===== config.mk =====
export PLATFORM = sky130hd
export DESIGN_NAME = llg_queue
export DESIGN_NICKNAME = d
export VERILOG_FILES = /design/src/rtl/llg_pkg.sv /design/src/rtl/llg_queue.sv
export SDC_FILE = /design/constraint.sdc
export NUM_CORES = 1
export LEC_CHECK = 0
export BUFFER_PORTS_ARGS = -buffer_cell sky130_fd_sc_hd__clkbuf_2
export CELL_PAD_IN_SITES_DETAIL_PLACEMENT = 1
export CELL_PAD_IN_SITES_GLOBAL_PLACEMENT = 1
export CORE_ASPECT_RATIO = 0.5
export CORE_MARGIN = 4
export CORE_UTILIZATION = 45
export CTS_CLUSTER_SIZE = 12
export DETAILED_ROUTE_END_ITERATION = 10
export PLACE_DENSITY_LB_ADDON = 0.1
export SLEW_MARGIN = 20
export SYNTH_ARGS = -nofsm -noshare
export SYNTH_HDL_FRONTEND = slang
export SYNTH_SLANG_ARGS = --single-unit

===== constraint.sdc =====
create_clock -name i_clk -period 23.9 [get_ports i_clk]
set_input_delay 2.39 -clock i_clk [delete_from_list [all_inputs] [get_ports i_clk]]
set_output_delay 2.39 -clock i_clk [all_outputs]
set_load 0.05 [all_outputs]

===== src/rtl/llg_pkg.sv =====
// ----------------------------------------------------------------------------
// llg_pkg
// Shared types and constants of the LLG torque evaluator.
// ----------------------------------------------------------------------------
package llg_pkg;

    localparam int MAG_WIDTH_DEF = 16;
    localparam int QUEUE_DEPTH   = 2;

    // configuration register indexes
    localparam logic [1:0] CFG_GYRO = 2'd0;
    localparam logic [1:0] CFG_DAMP = 2'd1;
    localparam logic [1:0] CFG_PREC = 2'd2;

    // One node after classification: m in Q1.15, H, resolved damping and
    // the denominator 2^32 + alpha^2 of the damping scale.
    typedef struct packed {
        logic             first;
        logic [2:0][15:0] mag;
        logic [2:0][31:0] field;
        logic [15:0]      alpha;
        logic [32:0]      den;
    } t_node;

    typedef struct packed {
        logic        start;
        logic [31:0] gamma;
        logic [32:0] den;
    } t_div_req;

    typedef struct packed {
        logic        done;
        logic [31:0] quot;
    } t_div_rsp;

endpackage


===== src/rtl/llg_queue.sv =====
// ----------------------------------------------------------------------------
// llg_queue
// Short queue of classified nodes between the front and the back.
// ----------------------------------------------------------------------------
module llg_queue (
    input  logic           i_clk,
    input  logic           i_rst_n,
    input  logic           i_push,
    input  llg_pkg::t_node i_node,
    input  logic           i_pop,
    output llg_pkg::t_node o_node,
    output logic           o_empty,
    output logic           o_full
);

    localparam int DEPTH = llg_pkg::QUEUE_DEPTH;
    localparam int AW    = $clog2(DEPTH);

    llg_pkg::t_node r_mem [DEPTH];
    logic [AW-1:0]  r_wr;
    logic [AW-1:0]  r_rd;
    logic [AW:0]    r_cnt;

    assign o_node  = r_mem[r_rd];
    assign o_empty = (r_cnt == '0);
    assign o_full  = (r_cnt == (AW+1)'(DEPTH));

    always_ff @(posedge i_clk) begin
        if (i_push) begin
            r_mem[r_wr] <= i_node;
        end
    end

    always_ff @(posedge i_clk) begin
        if (!i_rst_n) begin
            r_wr  <= '0;
            r_rd  <= '0;
            r_cnt <= '0;
        end else begin
            if (i_push) begin
                r_wr <= (r_wr == AW'(DEPTH - 1)) ? '0 : r_wr + 1'b1;
            end
            if (i_pop) begin
                r_rd <= (r_rd == AW'(DEPTH - 1)) ? '0 : r_rd + 1'b1;
            end
            if (i_push && !i_pop) begin
                r_cnt <= r_cnt + 1'b1;
            end else if (i_pop && !i_push) begin
                r_cnt <= r_cnt - 1'b1;
            end
        end
    end

endmodule


==> flow_summary.json <==
{
  "syn_inst": 626,
  "smallest_hold_slack_ns": 0.521,
  "per_cell_routed_wire_length_um": 21.7,
  "post_route_cells_drive_above_1_share_pct": 60.6,
  "power.density_cell_area_nw_per_um2": 89.2,
  "endpoint_kind": "primary output",
  "layout_min_cycle_time_ns": 5.42,
  "grt_remaining_overflow": 0,
  "gpl.final_weighted_congestion": 0.771,
  "die_h_um": 137,
  "ioPinCount": 394,
  "worst_setup_hold_path_clk_slew_ns": 0.06,
  "min_period_over_period_pct": 22.7,
  "worstPathRequired_ns": 21.51,
  "clk_latency_ns": 0.52,
  "hold_viol": 0,
  "synthToLayoutAreaGrowth_pct": 23.2,
  "vdd_drop_max_uv": 62.8,
  "cts_sinks": 393,
  "number_of_fill_cells_in_the_layout": 2903,
  "crit_path_start_kind": "register",
  "yosysUniqueCellTypes": 18,
  "root_buffer_master": "clkbuf_16",
  "fin_nets": 1244,
  "drt_pre_antenna_iters": 4,
  "route.antenna.remaining_nets": 0,
  "syn_area_um2": 14900,
  "antenna_found_initial": 2,
  "core.rowCount": 46,
  "post_cts.resized_instances": 0,
  "yosys_warnings": 0,
  "ctsHoldBuffers": 0,
  "die_area_um2": 36200,
  "grt_usage_pct": 17.2,
  "cts_htree_levels": 2,
  "fin_skew_ns": 0.0154,
  "slew_headroom_pct": 30.4,
  "start_util_pct": 46.3,
  "tritoncts_clock_tree": "done",
  "setup.worst_path.class": "reg -> out",
  "hold_class": "reg -> reg",
  "synth_fp_nets": 825,
  "multi_input_comb_area_um2": 2910,
  "route.detailed.drc": 0,
  "cts_buffer_depth": 3,
  "slew_limit_fails": 0,
  "vias": 7222,
  "syn_avg_cell_area_um2": 23.8,
  "numPortBuffers": 393,
  "drt_wl_total_mm": 32.4,
  "count_of_buffers_added_by_post_cts_timing_repair_for_setup": 0,
  "maximum_number_of_pins_on_one_net_before_global_route_repair": 136,
  "grt_pass1_wl_mm": 47.1,
  "placed_area_um2": 17200,
  "max_cap_viol_count": 0,
  "run_status": "completed",
  "register_cell_area_after_layout_um2": 11800,
  "post_detailed_placement_half_perimeter_wirelength_mm": 21.7,
  "worst-slew-pin-transition_ns": 1.04,
  "grt_pass1_vias": 7995,
  "fmaxAchievable_ghz": 0.185,
  "setup_repair_after_global_routing_missed_its_margin": "no",
  "ys_seq_elements": 393,
  "crit_path_max_fanout": 135,
  "power.static_leakage_nw": 7.27,
  "setup_viol_count_final": 0,
  "detail_route.iter0.violations": 445,
  "setup_total_negative_slack_ns": 0,
  "synth.yosys.seq_area_share_pct": 78.9,
  "post_drt_via_cell_ratio": 4.85,
  "numCtsBuffers": 39,
  "critPathArrivalTime_ns": 3.03,
  "utilization_pct": 57.1,
  "core_area_um2": 32100,
  "post-route-cell-area_um2": 18300,
  "floorplan.die.width_um": 265
}
## metal layers
layer  wire, µm  global-route usage (%)  share of wire [%]  vias to the layer above
li1           -                       -                  -                     3316
met1      11400                    18.1                 35                     3680
met2      18700                    34.1                 58                      168
met3       1500                    4.20                4.6                       58
met4        833                    5.24                2.6                        0
met5          0                       0                  0                        -
## synth_stat cells
master / number / share of area [%]
edfxtp_1: 388 / 78
mux2_4: 160 / 16
mux2_2: 34 / 2.6
buf_6: 18 / 1.4
dfxtp_1: 5 / 0.67
and2_1: 4 / 0.17
buf_2: 3 / 0.10
nor2b_1: 3 / 0.13
xor2_1: 2 / 0.12
a21boi_0: 1 / 0.050
buf_8: 1 / 0.10
ha_1: 1 / 0.084
inv_1: 1 / 0.025
nor2_1: 1 / 0.025
o21a_1: 1 / 0.050
o21ai_0: 1 / 0.034
or3_1: 1 / 0.042
xnor2_1: 1 / 0.059
## worst max-delay path, stage by stage (launching register included)
cell and delay (ns):
dfxtp_4 0.65, buf_16 0.30, buf_12 0.73, mux2_4 0.36, clkbuf_2 0.25
## worst paths after layout
kind                            startpoint           end  slack (ns)  cells after the start
worst max-delay path              register    o_node[57]       18.48                      4
worst min register to register    r_cnt[1]      r_cnt[1]        0.52                      2
worst max register to register        r_wr  r_mem[1][57]       21.41                      2
worst min-delay path              r_cnt[1]      r_cnt[1]        0.52                      2
## flip-flops by register name, summed over array words and instances, names as in the netlist, named ones only
register and count:
r_cnt 2, r_mem 388, r_rd 1, r_wr 1
## per-stage QoR
stage | cells | setup WS [ns] | power, W
floorplan | 626 | 12.33 | 0.00105
global placement | 1435 | 18.87 | 0.00110
detailed placement | 1435 | 18.83 | 0.00111
CTS | 1487 | 18.26 | 0.00166
global route | 1490 | 18.33 | 0.00170
finish | 1490 | 18.48 | 0.00164
## power by group
group / switching (W) / internal [W]
logic: 0.000192 / 0.0000881
clock network: 0.000239 / 0.000308
registers: 0.0000112 / 0.000798
## cells in the final DEF, fill, tap and decap left out
cell,netlist,routed
dfxtp_4,0,1
o21a_1,1,1
clkinv_2,0,1
buf_4,0,5
and2_1,4,3
mux2_2,34,34
clkbuf_2,0,393
nor2b_4,0,1
clkbuf_1,0,9
diode_2,0,2
buf_12,0,1
nor2_1,1,1
dfxtp_1,5,4
edfxtp_1,388,388
a21boi_0,1,1
or3_1,1,1
and2_4,0,1
inv_1,1,1
buf_16,0,1
nor2b_1,3,2
mux2_4,160,160
inv_8,0,1
o21ai_0,1,1
xor2_1,2,2
xnor2_1,1,1
ha_1,1,1
clkbuf_16,0,41
## cell type report
cell class              instances  share of cell area, %
diodes                          2                 0.0273
clock buffers                  50                   5.78
clock inverters                 2                 0.0887
inverters                       1                 0.0205
multi-input cells             210                   15.9
flip-flops and latches        393                   64.1
well taps                     432                   2.95
repair buffers                400                   11.2
## cells by family after synthesis
| logic type | synth area share (%) |
|---|---|
| compound gates | 0.134 |
| xor+xnor | 0.177 |
| fa+ha+maj | 0.0840 |
| buf+inv | 1.59 |
| flops | 78.9 |
| mux | 18.7 |
| simple gates | 0.361 |
Power figures use the tool's default switching activity.
