## src/rtl/llg_pkg.sv

```systemverilog
// ----------------------------------------------------------------------------
// llg_pkg
// Shared types and constants of the LLG torque evaluator.
// ----------------------------------------------------------------------------
package llg_pkg;

    localparam int MAG_WIDTH_DEF = 16;
    localparam int QUEUE_DEPTH   = 2;

    // configuration register indexes
    localparam logic [1:0] CFG_GYRO = 2'd0;
    localparam logic [1:0] CFG_DAMP = 2'd1;
    localparam logic [1:0] CFG_PREC = 2'd2;

    // One node after classification: m in Q1.15, H, resolved damping and
    // the denominator 2^32 + alpha^2 of the damping scale.
    typedef struct packed {
        logic             first;
        logic [2:0][15:0] mag;
        logic [2:0][31:0] field;
        logic [15:0]      alpha;
        logic [32:0]      den;
    } t_node;

    typedef struct packed {
        logic        start;
        logic [31:0] gamma;
        logic [32:0] den;
    } t_div_req;

    typedef struct packed {
        logic        done;
        logic [31:0] quot;
    } t_div_rsp;

endpackage

```

## src/rtl/llg_div.sv

```systemverilog
// ----------------------------------------------------------------------------
// llg_div
// Restoring divider for the damping scale G = gamma * 2^32 / (2^32 + alpha^2),
// one quotient bit per cycle.
// ----------------------------------------------------------------------------
module llg_div (
    input  logic              i_clk,
    input  logic              i_rst_n,
    input  llg_pkg::t_div_req i_req,
    output llg_pkg::t_div_rsp o_rsp
);

    logic [32:0] r_rem;
    logic [32:0] r_den;
    logic [31:0] r_quot;
    logic [4:0]  r_cnt;
    logic        r_busy;
    logic [33:0] rem_sh;
    logic        fits;

    assign rem_sh = {r_rem, 1'b0};
    assign fits   = (rem_sh >= {1'b0, r_den});

    assign o_rsp.done = !r_busy;
    assign o_rsp.quot = r_quot;

    always_ff @(posedge i_clk) begin
        if (!i_rst_n) begin
            r_busy <= 1'b0;
            r_cnt  <= '0;
        end else if (i_req.start) begin
            // the top 32 dividend bits are gamma itself, below the divisor
            r_rem  <= {1'b0, i_req.gamma};
            r_den  <= i_req.den;
            r_quot <= '0;
            r_cnt  <= '0;
            r_busy <= 1'b1;
        end else if (r_busy) begin
            r_rem  <= fits ? 33'(rem_sh - {1'b0, r_den}) : rem_sh[32:0];
            r_quot <= {r_quot[30:0], fits};
            r_cnt  <= r_cnt + 1'b1;
            if (r_cnt == 5'd31) begin
                r_busy <= 1'b0;
            end
        end
    end

endmodule

```

## config.mk

```make
export PLATFORM = sky130hd
export DESIGN_NAME = llg_div
export DESIGN_NICKNAME = d
export VERILOG_FILES = /design/src/rtl/llg_pkg.sv /design/src/rtl/llg_div.sv
export SDC_FILE = /design/constraint.sdc
export NUM_CORES = 1
export LEC_CHECK = 0
export BUFFER_PORTS_ARGS = -buffer_cell sky130_fd_sc_hd__buf_2
export CELL_PAD_IN_SITES_DETAIL_PLACEMENT = 0
export CELL_PAD_IN_SITES_GLOBAL_PLACEMENT = 1
export CORE_MARGIN = 1
export CORE_UTILIZATION = 45
export DETAILED_ROUTE_END_ITERATION = 8
export PLACE_DENSITY_LB_ADDON = 0.15
export REMOVE_ABC_BUFFERS = 1
export SLEW_MARGIN = 25
export SYNTH_ARGS = -nofsm -noshare
export SYNTH_HDL_FRONTEND = slang
export SYNTH_SLANG_ARGS = --single-unit
export TNS_END_PERCENT = 50
```

## constraint.sdc

```tcl
create_clock -name i_clk -period 4.6 [get_ports i_clk]
set_clock_uncertainty 0.15 [all_clocks]
set_input_delay 0.46 -clock i_clk [delete_from_list [all_inputs] [get_ports i_clk]]
set_output_delay 0.46 -clock i_clk [all_outputs]
set_load 0.01 [all_outputs]
```

==> results.sh <==
export IMPL_synthSimpleGateAreaFrac_pct=16.2
export IMPL_power_density_nw_per_um2=370
export IMPL_ys_seq_area_share_pct=49.7
export IMPL_cts_buffers=9
export IMPL_end_kind="flip-flop"
export IMPL_cts_sinks=104
export IMPL_clk_pin_slew_ns=0.07
export IMPL_reg2reg_depth=8
export IMPL_rsz0062_at_grt="no"
export IMPL_ant_nets=0
export IMPL_clk_latency_ns=0.36
export IMPL_core_area_um2=13300
export IMPL_required_ns=4.56
export IMPL_fin_tns_setup_ns=0
export IMPL_synth_avg_cell_area_um2=10.6
export IMPL_p_clk_share_pct=30.2
export IMPL_yosysTopAreaCellShare_pct=47.7
export IMPL_dp_hpwl_um=9980
export IMPL_synthCells=583
export IMPL_grt_max_degree=53
export IMPL_worst_path_buf_inv=0
export IMPL_htreeDepth=3
export IMPL_start_kind="flip-flop"
export IMPL_start_util_pct=46.4
export IMPL_finalSetupViolCount=0
export IMPL_finalInstanceArea_um2=7090
export IMPL_place_congestion=0.916
export IMPL_combPwrFrac_pct=25.5
export IMPL_slew_headroom_pct=34.4
export IMPL_postLayoutCoreUtil_pct=53.3
export IMPL_seqCellArea_um2=3060
export IMPL_hp_start="i_req[15]"
export IMPL_syn_area_um2=6160
export IMPL_clock_path_buffers=2
export IMPL_fillers=1234
export IMPL_synth_edf_count=98
export IMPL_muxShareOfSynthArea_pct=1.32
export IMPL_crit_type="flip-flop to flip-flop"
export IMPL_max_stage_delay_ns=0.62
export IMPL_final_layout_size_suffix_gt1_share_pct=20.3
export IMPL_antenna_cells=0
export IMPL_synth_top_family_by_area="compound AO/OA/AOI/OAI gates"
export IMPL_synth_cell_types=64
export IMPL_synth_xor_area_share_pct=3.98
export IMPL_first_pass_iters=5
export IMPL_post_cts_resized=0
export IMPL_switching_power_w=0.000785
export IMPL_p_leak_nw=2.93
export IMPL_p_int_w=0.00184
export IMPL_cp_arrival_ns=3.43
export IMPL_die_y_um=119
export IMPL_ir_drop_uv=210
export IMPL_multi_input_area_um2=2800
export IMPL_synth_async_reset_ratio_pct=0
export IMPL_routedWlPerCell_um=16.5
export IMPL_crit_slowest_cell="o31a_4"
export IMPL_route_detailed_drc=0
export IMPL_synthAdderAreaFrac_pct=7.43
export IMPL_viasPerCell=5.50
export IMPL_cts_tree="built"
export IMPL_holdBufCountCts=0
export IMPL_place_area_um2=6780
export IMPL_area_growth_pct=15.0
export IMPL_synth_seq_cells=104
export IMPL_crit_chain="ha_1, a21oi_1, o21bai_1, a21o_1, a2111oi_2, o31a_4, nor2_1, a221o_1"
export IMPL_holdPathStages=1
export IMPL_fp_dieArea_um2=14200
export IMPL_min_to="r_den[15]"
export IMPL_grt_pass1_vias=4638
export IMPL_num_vias=4689
export IMPL_r2r_end="r_rem[17]"
export IMPL_hold_violations=0
export IMPL_p_seq_share_pct=44.3
export IMPL_antenna_found_initial=0
export IMPL_grtUsageTotal_pct=20.6
export IMPL_switching_share_pct=29.9
export IMPL_reg2reg_setup_slack_ns=1.13
export IMPL_wl_um=14100
export IMPL_synth_top_cell_by_area="edfxtp_1"
export IMPL_portBuffers=100
export IMPL_period_share_pct=75.5
export IMPL_synth_most_common_cell="edfxtp_1"
export IMPL_period_minus_slack_ns=3.47
export IMPL_synth_compound_area_share_pct=16.5
export IMPL_status="completed"
export IMPL_tightest_slew_ns=0.978
export IMPL_ios=101
export IMPL_max_freq_mhz=288
export IMPL_fin_nets=775
export IMPL_root_buffer="clkbuf_16"
export IMPL_worstReg2RegStart="r_rem[28]"
export IMPL_hp_class="input port to flip-flop"
export IMPL_synthFlopType="edfxtp_1"
export IMPL_cp_max_fo=49
export IMPL_grt_overflow_total=0
export IMPL_synthTopCellsByCount="edfxtp_1 (98), inv_1 (45), nand2_1 (43), a21oi_1 (37)"
export IMPL_maxCapViolations=0
export IMPL_post_cts_buffers=0
export IMPL_die_w_um=119
export IMPL_drv_slew=0
export IMPL_drt_initial_drc_count=295
export IMPL_yosysWarnings=0
export IMPL_synth_area_top_cells="edfxtp_1 (48%), ha_1 (7.1%), nor2b_1 (3.3%)"
export IMPL_grt_pass1_wl_um=22900
export IMPL_path_delay_family="compound AO/OA/AOI/OAI gates"
export IMPL_num_rows=42
[placed cells by master, fill, tap and decap left out, types with 3 or more instances in the layout]
| master | instances |
|---|---|
| buf_2 | 100 |
| edfxtp_1 | 98 |
| inv_1 | 45 |
| nand2_1 | 43 |
| a21oi_1 | 37 |
| nor2_1 | 35 |
| ha_1 | 35 |
| nor2b_1 | 33 |
| nand3_1 | 32 |
| a21o_1 | 18 |
| o21ai_0 | 17 |
| xnor2_1 | 16 |
| o311ai_0 | 13 |
| xor2_1 | 12 |
| a31oi_1 | 10 |
| clkbuf_16 | 9 |
| o31ai_1 | 8 |
| and2_1 | 7 |
| mux2i_1 | 7 |
| o21a_1 | 6 |
| nand4_1 | 6 |
| dfxtp_1 | 6 |
| nor3_1 | 5 |
| and3_1 | 4 |
| o21bai_1 | 4 |
| nand2b_1 | 4 |
| a211oi_1 | 4 |
| buf_4 | 4 |
| nor3_2 | 3 |
| or3_1 | 3 |
| a2bb2oi_1 | 3 |
[stage by stage]
| stage | std cells | hold slack, ns | total power, W | setup slack [ns] |
|---|---|---|---|---|
| global placement | 836 | 0.328 | 0.00184 | 1.24 |
| detailed placement | 836 | 0.349 | 0.00185 | 1.10 |
| CTS | 852 | 0.112 | 0.00264 | 1.11 |
| finish | 852 | 0.122 | 0.00262 | 1.13 |
| global route | 852 | 0.111 | 0.00276 | 0.842 |
| floorplan | 556 | 0.317 | 0.00166 | 1.57 |
[registers in the layout, summed over array words and instances (netlist names)]
signal  flops
r_cnt       5
r_busy      1
r_rem      33
r_quot     32
r_den      33
[worst max-delay path by stage]
stage / from / to / slack (ns) / depth (start not counted)
3_3_place_gp: r_rem[24] / r_rem[21] / 1.24 / 9
5_1_grt: r_rem[28] / r_rem[17] / 0.84 / 8
6_report: r_rem[28] / r_rem[17] / 1.13 / 8
4_1_cts: r_rem[28] / r_rem[17] / 1.11 / 8
2_1_floorplan: r_rem[18] / r_rem[17] / 1.57 / 9
3_5_place_dp: r_rem[28] / r_rem[17] / 1.10 / 8
[power groups by stage]
stage	registers [W]	clock network (W)	logic, W
2_1_floorplan	0.00118	0	0.000474
3_3_place_gp	0.00118	0	0.000658
3_5_place_dp	0.00118	0	0.000666
4_1_cts	0.00116	0.000809	0.000670
5_1_grt	0.00117	0.000842	0.000744
6_report	0.00116	0.000793	0.000669
[metal layers]
layer	GRT usage [%]	part of all wire [%]	up-vias
met5	0	0	-
met1	27.4	47	2250
met3	4.21	3.9	12
li1	-	-	2321
met4	6.72	1.4	0
met2	33.4	48	106
[worst reg2reg max path, stage by stage (launching register included)]
cell       delay (ns)
edfxtp_1         0.39
ha_1             0.38
a21oi_1          0.32
o21bai_1         0.10
a21o_1           0.19
a2111oi_2        0.59
o31a_4           0.62
nor2_1           0.17
a221o_1          0.31
[final cells by class]
cell class | instances | area share, %
multi-input cells | 407 | 39.5
well taps | 176 | 3.11
flip-flops and latches | 104 | 43.2
clock inverters | 6 | 0.918
clock buffers | 10 | 3.37
inverters | 45 | 2.38
repair buffers | 104 | 7.48
[kinds of logic after synthesis]
kind of cell / after synthesis
compound gates: 145
xor+xnor: 28
fa+ha+maj: 36
buf+inv: 72
flops: 104
mux: 8
simple gates: 190
Note: power is estimated with default switching activity, not from simulation.
