### config.mk
export PLATFORM = sky130hd
export DESIGN_NAME = llg_front
export DESIGN_NICKNAME = d
export VERILOG_FILES = /design/src/rtl/llg_pkg.sv /design/src/rtl/llg_front.sv
export SDC_FILE = /design/constraint.sdc
export NUM_CORES = 1
export LEC_CHECK = 0
export BUFFER_PORTS_ARGS = -buffer_cell sky130_fd_sc_hd__buf_2
export CAP_MARGIN = 10
export CORE_MARGIN = 10
export CORE_UTILIZATION = 51
export DETAILED_ROUTE_END_ITERATION = 8
export PLACE_DENSITY = 0.85
export SETUP_SLACK_MARGIN = 0.4
export SYNTH_ARGS = -nofsm -noshare
export SYNTH_HDL_FRONTEND = slang
export SYNTH_SLANG_ARGS = --single-unit
### constraint.sdc
create_clock -name vclk -period 10.6
set_clock_uncertainty 0.15 [all_clocks]
set_input_delay 1.06 -clock vclk [all_inputs]
set_output_delay 1.06 -clock vclk [all_outputs]
set_load 0.01 [all_outputs]
### src/rtl/llg_pkg.sv
// ----------------------------------------------------------------------------
// llg_pkg
// Shared types and constants of the LLG torque evaluator.
// ----------------------------------------------------------------------------
package llg_pkg;

    localparam int MAG_WIDTH_DEF = 16;
    localparam int QUEUE_DEPTH   = 2;

    // configuration register indexes
    localparam logic [1:0] CFG_GYRO = 2'd0;
    localparam logic [1:0] CFG_DAMP = 2'd1;
    localparam logic [1:0] CFG_PREC = 2'd2;

    // One node after classification: m in Q1.15, H, resolved damping and
    // the denominator 2^32 + alpha^2 of the damping scale.
    typedef struct packed {
        logic             first;
        logic [2:0][15:0] mag;
        logic [2:0][31:0] field;
        logic [15:0]      alpha;
        logic [32:0]      den;
    } t_node;

    typedef struct packed {
        logic        start;
        logic [31:0] gamma;
        logic [32:0] den;
    } t_div_req;

    typedef struct packed {
        logic        done;
        logic [31:0] quot;
    } t_div_rsp;

endpackage

### src/rtl/llg_front.sv
// ----------------------------------------------------------------------------
// llg_front
// Input side: takes a node word, aligns m to Q1.15, picks the damping and
// forms the damping denominator, then pushes the node into the queue.
// ----------------------------------------------------------------------------
module llg_front #(
    parameter int MAG_WIDTH = llg_pkg::MAG_WIDTH_DEF
) (
    input  logic                        i_valid,
    output logic                        o_stall,
    input  logic                        i_first_node,
    input  logic signed [MAG_WIDTH-1:0] i_mag_x,
    input  logic signed [MAG_WIDTH-1:0] i_mag_y,
    input  logic signed [MAG_WIDTH-1:0] i_mag_z,
    input  logic signed [31:0]          i_field_x,
    input  logic signed [31:0]          i_field_y,
    input  logic signed [31:0]          i_field_z,
    input  logic [15:0]                 i_node_damping,
    input  logic                        i_use_node_damping,
    input  logic [15:0]                 i_default_damping,
    input  logic                        i_full,
    output logic                        o_push,
    output llg_pkg::t_node              o_node
);

    localparam int SHR = (MAG_WIDTH > 16) ? MAG_WIDTH - 16 : 0;
    localparam int SHL = (MAG_WIDTH < 16) ? 16 - MAG_WIDTH : 0;

    function automatic logic signed [15:0] to_q15(input logic signed [MAG_WIDTH-1:0] m);
        logic signed [31:0] e;
        e = 32'(m);
        return 16'((e >>> SHR) <<< SHL);
    endfunction

    logic [15:0] alpha;
    logic [31:0] alpha_sq;

    assign alpha    = i_use_node_damping ? i_node_damping : i_default_damping;
    assign alpha_sq = alpha * alpha;

    assign o_stall = i_full;
    assign o_push  = i_valid && !i_full;

    always_comb begin
        o_node.first    = i_first_node;
        o_node.mag[0]   = to_q15(i_mag_x);
        o_node.mag[1]   = to_q15(i_mag_y);
        o_node.mag[2]   = to_q15(i_mag_z);
        o_node.field[0] = i_field_x;
        o_node.field[1] = i_field_y;
        o_node.field[2] = i_field_z;
        o_node.alpha    = alpha;
        o_node.den      = {1'b1, alpha_sq};
    end

endmodule

==> flow_metrics.tcl, run 1 <==
set metrics [dict create \
    outcome "finished clean" \
    synth_compound_gate_area_share_pct 7.18 \
    grt_pass1_wl_mm 33.4 \
    holdWs_ps 1970 \
    fin_crit_sh_pct 90.8 \
    seq_cell_count 0 \
    syn_inst 1013 \
    synth_top_family_by_area "adder cells" \
    synthTopCellsByArea "fa_1 (38%), ha_1 (15%), buf_4 (13%)" \
    final.clkbuf_count 0 \
    dp.cells 1163 \
    grt_max_degree 17 \
    syn_avg_cell_area_um2 8.40 \
    drv_slew 0 \
    initial_core_util_pct 51.7 \
    postCtsSetupBuffers 0 \
    totalWireLength_mm 20.4 \
    synthMuxAreaShare_pct 1.97 \
    avgRoutedWirePerCell_um 17.5 \
    yosys_warnings 0 \
    cts_resized 0 \
    drtIter0Drc 274 \
    grt_use_total_pct 18.3 \
    fin_setup_tns_ps 0 \
    core_um2 16500 \
    area_growth_pct -4.79 \
    vias_per_cell 5.44 \
    grt_antenna_before_repair 0 \
    crit_type "primary input to primary output" \
    portBuffers 84 \
    row_count 47 \
    routabilityCongestion 0.964 \
    hold_viol 0 \
    synth.distinct_cells 52 \
    synth.top_cells.by_count "inv_1 (252), fa_1 (162), buf_4 (149)" \
    worst_setup_path_end_kind "primary output" \
    overflow 0 \
    drive_above_1_share_pct 11.8 \
    maxCapViolCount 0 \
    yosys.area_share.adder_pct 52.7 \
    path_max_fanout 16 \
    synthSimpleGateAreaFrac_pct 9.19 \
    hold_buffers 0 \
    holdPathEnd "o_node[102]" \
    min_from "i_field_y[21]" \
    netlist_area_um2 8510 \
    yosysMostFrequentCell "inv_1" \
    tightest_slew_ps 728 \
    ys_seq_area_share_pct 0 \
    start_kind "primary input" \
    worstPathRequired_ps 9390 \
    slew_headroom_pct 50.1 \
    min_path_cells 0 \
    ios 376 \
    syn-num-nets 1454 \
    synth_top_area_cell "fa_1" \
    vias 6325 \
    final_nets 1386 \
    drc_errors 0 \
    rsz0062_at_grt "no" \
    min_period_ps 9620 \
    netlist.area_leader.share_pct 38.1 \
    finalNonFillerCells 1163 \
    hold_class "primary input to primary output" \
    synthXorXnorAreaFrac_pct 3.40 \
    route.antenna.remaining_nets 0 \
    fp.dieW_um 149 \
    layout.area.seq_um2 0 \
    die_area_um2 22200 \
    n_antenna_cell 0 \
    drtPass1Iterations 5 \
    grt_pass1_vias 6869 \
    fin_util_pct 49.2 \
    worstPathArrival_ps 8410 \
    dp_hpwl_mm 18.0 \
    max_freq_mhz 104 \
    die_h_um 149 \
    finalSetupViolations 0 \
]
==> layer usage <==
layer,part of all wire [%],global-route usage (%)
met2,48,29.9
met3,13,7.37
met4,3.8,6.53
met5,0,0
met1,36,21.2
==> stage by stage <==
stage	setup WS [ps]	instance area, um^2
floorplan	1790	8510
global placement	1330	8100
detailed placement	1060	8100
CTS	1030	8100
global route	566	8100
finish	978	8100
==> layout by cell type, fill, tap and decap left out, types with 6 or more instances in the layout <==
cell type	n
a21oi_1	25
buf_2	84
inv_1	252
xnor2_1	21
xor2_1	12
nor2_1	69
buf_4	13
nand2_1	90
mux2i_1	14
ha_1	99
nand3_1	8
a21o_1	12
clkinv_1	6
fa_1	162
o21ai_0	9
==> worst max-delay path, cell delays in order <==
cell	delay, ps
buf_2	420
mux2i_1	690
clkinv_1	560
nand2_1	270
inv_1	80
fa_1	500
inv_1	50
fa_1	530
inv_1	50
fa_1	480
fa_1	460
fa_1	510
inv_1	50
fa_1	470
inv_1	40
ha_1	360
nand2_1	180
o311ai_2	160
a311o_1	390
o32ai_2	430
o21ai_2	150
a31oi_1	210
xnor2_1	140
buf_2	150
==> cell families (layout without fill, tap and decap cells) <==
family | Yosys count | count (layout)
other | 2 | 2
multiplexers | 16 | 16
AO/OA/AOI/OAI | 86 | 86
XOR/XNOR | 33 | 33
buffers and inverters | 425 | 355
adder cells (fa/ha/maj) | 261 | 261
AND/OR/NAND/NOR | 190 | 190
==> worst max-delay path by stage <==
stage	startpoint	to	slack, ps	cells past startpoint
3_5_place_dp	i_use_node_damping	o_node[27]	1060	24
2_1_floorplan	i_use_node_damping	o_node[27]	1790	26
5_1_grt	i_use_node_damping	o_node[27]	570	24
3_3_place_gp	i_use_node_damping	o_node[27]	1330	26
4_1_cts	i_use_node_damping	o_node[27]	1030	24
6_report	i_use_node_damping	o_node[27]	980	24
==> layout make-up <==
class                           instances  area (um^2)
Inverter                              258          968
Timing Repair Buffer                   97          518
Fill cell                            1521         8370
Multi-Input combinational cell        588         6340
Tap cell                              220          275
Power of run 1 is left out: the tool's default activity adds up to more than one toggle a clock period on the data nets, which glitch-free logic cannot reach.
==> run 2: changes to the inputs <==
--- a/config.mk
+++ b/config.mk
@@ -7,6 +7,7 @@
 export LEC_CHECK = 0
 export BUFFER_PORTS_ARGS = -buffer_cell sky130_fd_sc_hd__buf_2
 export CAP_MARGIN = 10
+export CORE_ASPECT_RATIO = 0.5
 export CORE_MARGIN = 10
 export CORE_UTILIZATION = 51
 export DETAILED_ROUTE_END_ITERATION = 8
==> run 2 against run 1 <==
Net effect: maximum frequency rose by 1.6%; global-route usage grew 0.58 points; setup slack improved by 150 ps; first-iteration DRC count increased by 34%; critical path depth is 2 higher; clock-buffer cell count did not move; utilization grew 0.35 points; non-clock buffer count shrank 1; hold slack is the same; die area is 1.4% higher; final area about the same; routed wire length is 8.5% higher; critical endpoint unchanged.
==> flow_metrics.tcl, run 2 (synthesized netlist as in run 1, its figures left out) <==
set metrics [dict create \
    drive_above_1_share_pct 11.7 \
    path_depth 26 \
    grt_antenna_before_repair 0 \
    portBuffers 84 \
    outcome "finished clean" \
    overflow 0 \
    worstPathArrival_ps 8260 \
    fin_util_pct 49.5 \
    startpoint "i_use_node_damping" \
    dpl_worst_slack_ps 1200 \
    crit_top_cell "inv_1" \
    setup_ws_ps 1130 \
    n_antenna_cell 0 \
    cpLargestDelayFamily "adder cells" \
    route.antenna.remaining_nets 0 \
    core_um2 16400 \
    initial_core_util_pct 52.0 \
    drv_slew 0 \
    path_max_fanout 16 \
    min_period_ps 9470 \
    die_h_um 111 \
    drc_errors 0 \
    final.clkbuf_count 0 \
    crit_type "primary input to primary output" \
    final_nets 1385 \
    cts_resized 0 \
    maxCapViolCount 0 \
    grt_max_degree 17 \
    slew_headroom_pct 55.1 \
    max_freq_mhz 106 \
    crit_path_top_delay_cell "mux2i_2" \
    worstPathRequired_ps 9390 \
    holdWs_ps 1970 \
    area_growth_pct -4.78 \
    routabilityCongestion 0.956 \
    layout_commonest_cell "inv_1" \
    grt_use_total_pct 18.9 \
    finalSetupViolations 0 \
    worst_setup_path_end_kind "primary output" \
    fin_setup_tns_ps 0 \
    fin_crit_sh_pct 89.4 \
    drtIter0Drc 366 \
    drtPass1Iterations 5 \
    avgRoutedWirePerCell_um 18.9 \
    grt_pass1_vias 6660 \
    dp_hpwl_mm 19.8 \
    start_kind "primary input" \
    seq_cell_count 0 \
    totalWireLength_mm 22.1 \
    rsz0062_at_grt "no" \
    postCtsSetupBuffers 0 \
    tightest_slew_ps 661 \
    max_stage_delay_ps 660 \
    min_from "i_field_z[1]" \
    cp.buffers_inverters 11 \
    hold_buffers 0 \
    fp.dieW_um 203 \
    hold_viol 0 \
    layout_common_cells "inv_1 (252), fa_1 (162), ha_1 (99)" \
    min_path_cells 0 \
    grt_pass1_wl_mm 35.0 \
    vias 6236 \
    hold_class "primary input to primary output" \
    layout.area.seq_um2 0 \
    die_area_um2 22600 \
    ios 376 \
    row_count 33 \
    vias_per_cell 5.33 \
]
==> run 2: cell types whose count changed in the layout (fill, tap and decap cells not counted), sizes merged <==
cell / before / now
buf: 97 / 96
==> run 2: path summary, 6_finish.rpt <==
| kind | end | slack, ps |
|---|---|---|
| hold / removal | o_node[114] | 1970 |
| setup / recovery | o_node[27] | 1130 |
==> run 2: per-layer routing <==
layer | global-route usage (%) | up-vias | wire [um] | part of all wire [%]
met2 | 34.9 | 355 | 11700 | 53
met4 | 9.54 | 0 | 1230 | 5.6
met3 | 6.42 | 110 | 2640 | 12
met5 | 0 | - | 0 | 0
met1 | 18.6 | 3012 | 6530 | 29
li1 | - | 2759 | - | -
==> run 2: stage by stage <==
stage,instance area [um^2],instances
floorplan,8510,1013
global placement,8100,1169
detailed placement,8100,1169
CTS,8100,1169
global route,8100,1169
finish,8100,1169
==> run 2: final cells by class <==
class                           count  area [um^2]
Fill cell                        1498         8250
Inverter                          258          968
Multi-Input combinational cell    588         6340
Tap cell                          227          284
Timing Repair Buffer               96          510
Power of run 2 is left out for the same reason.
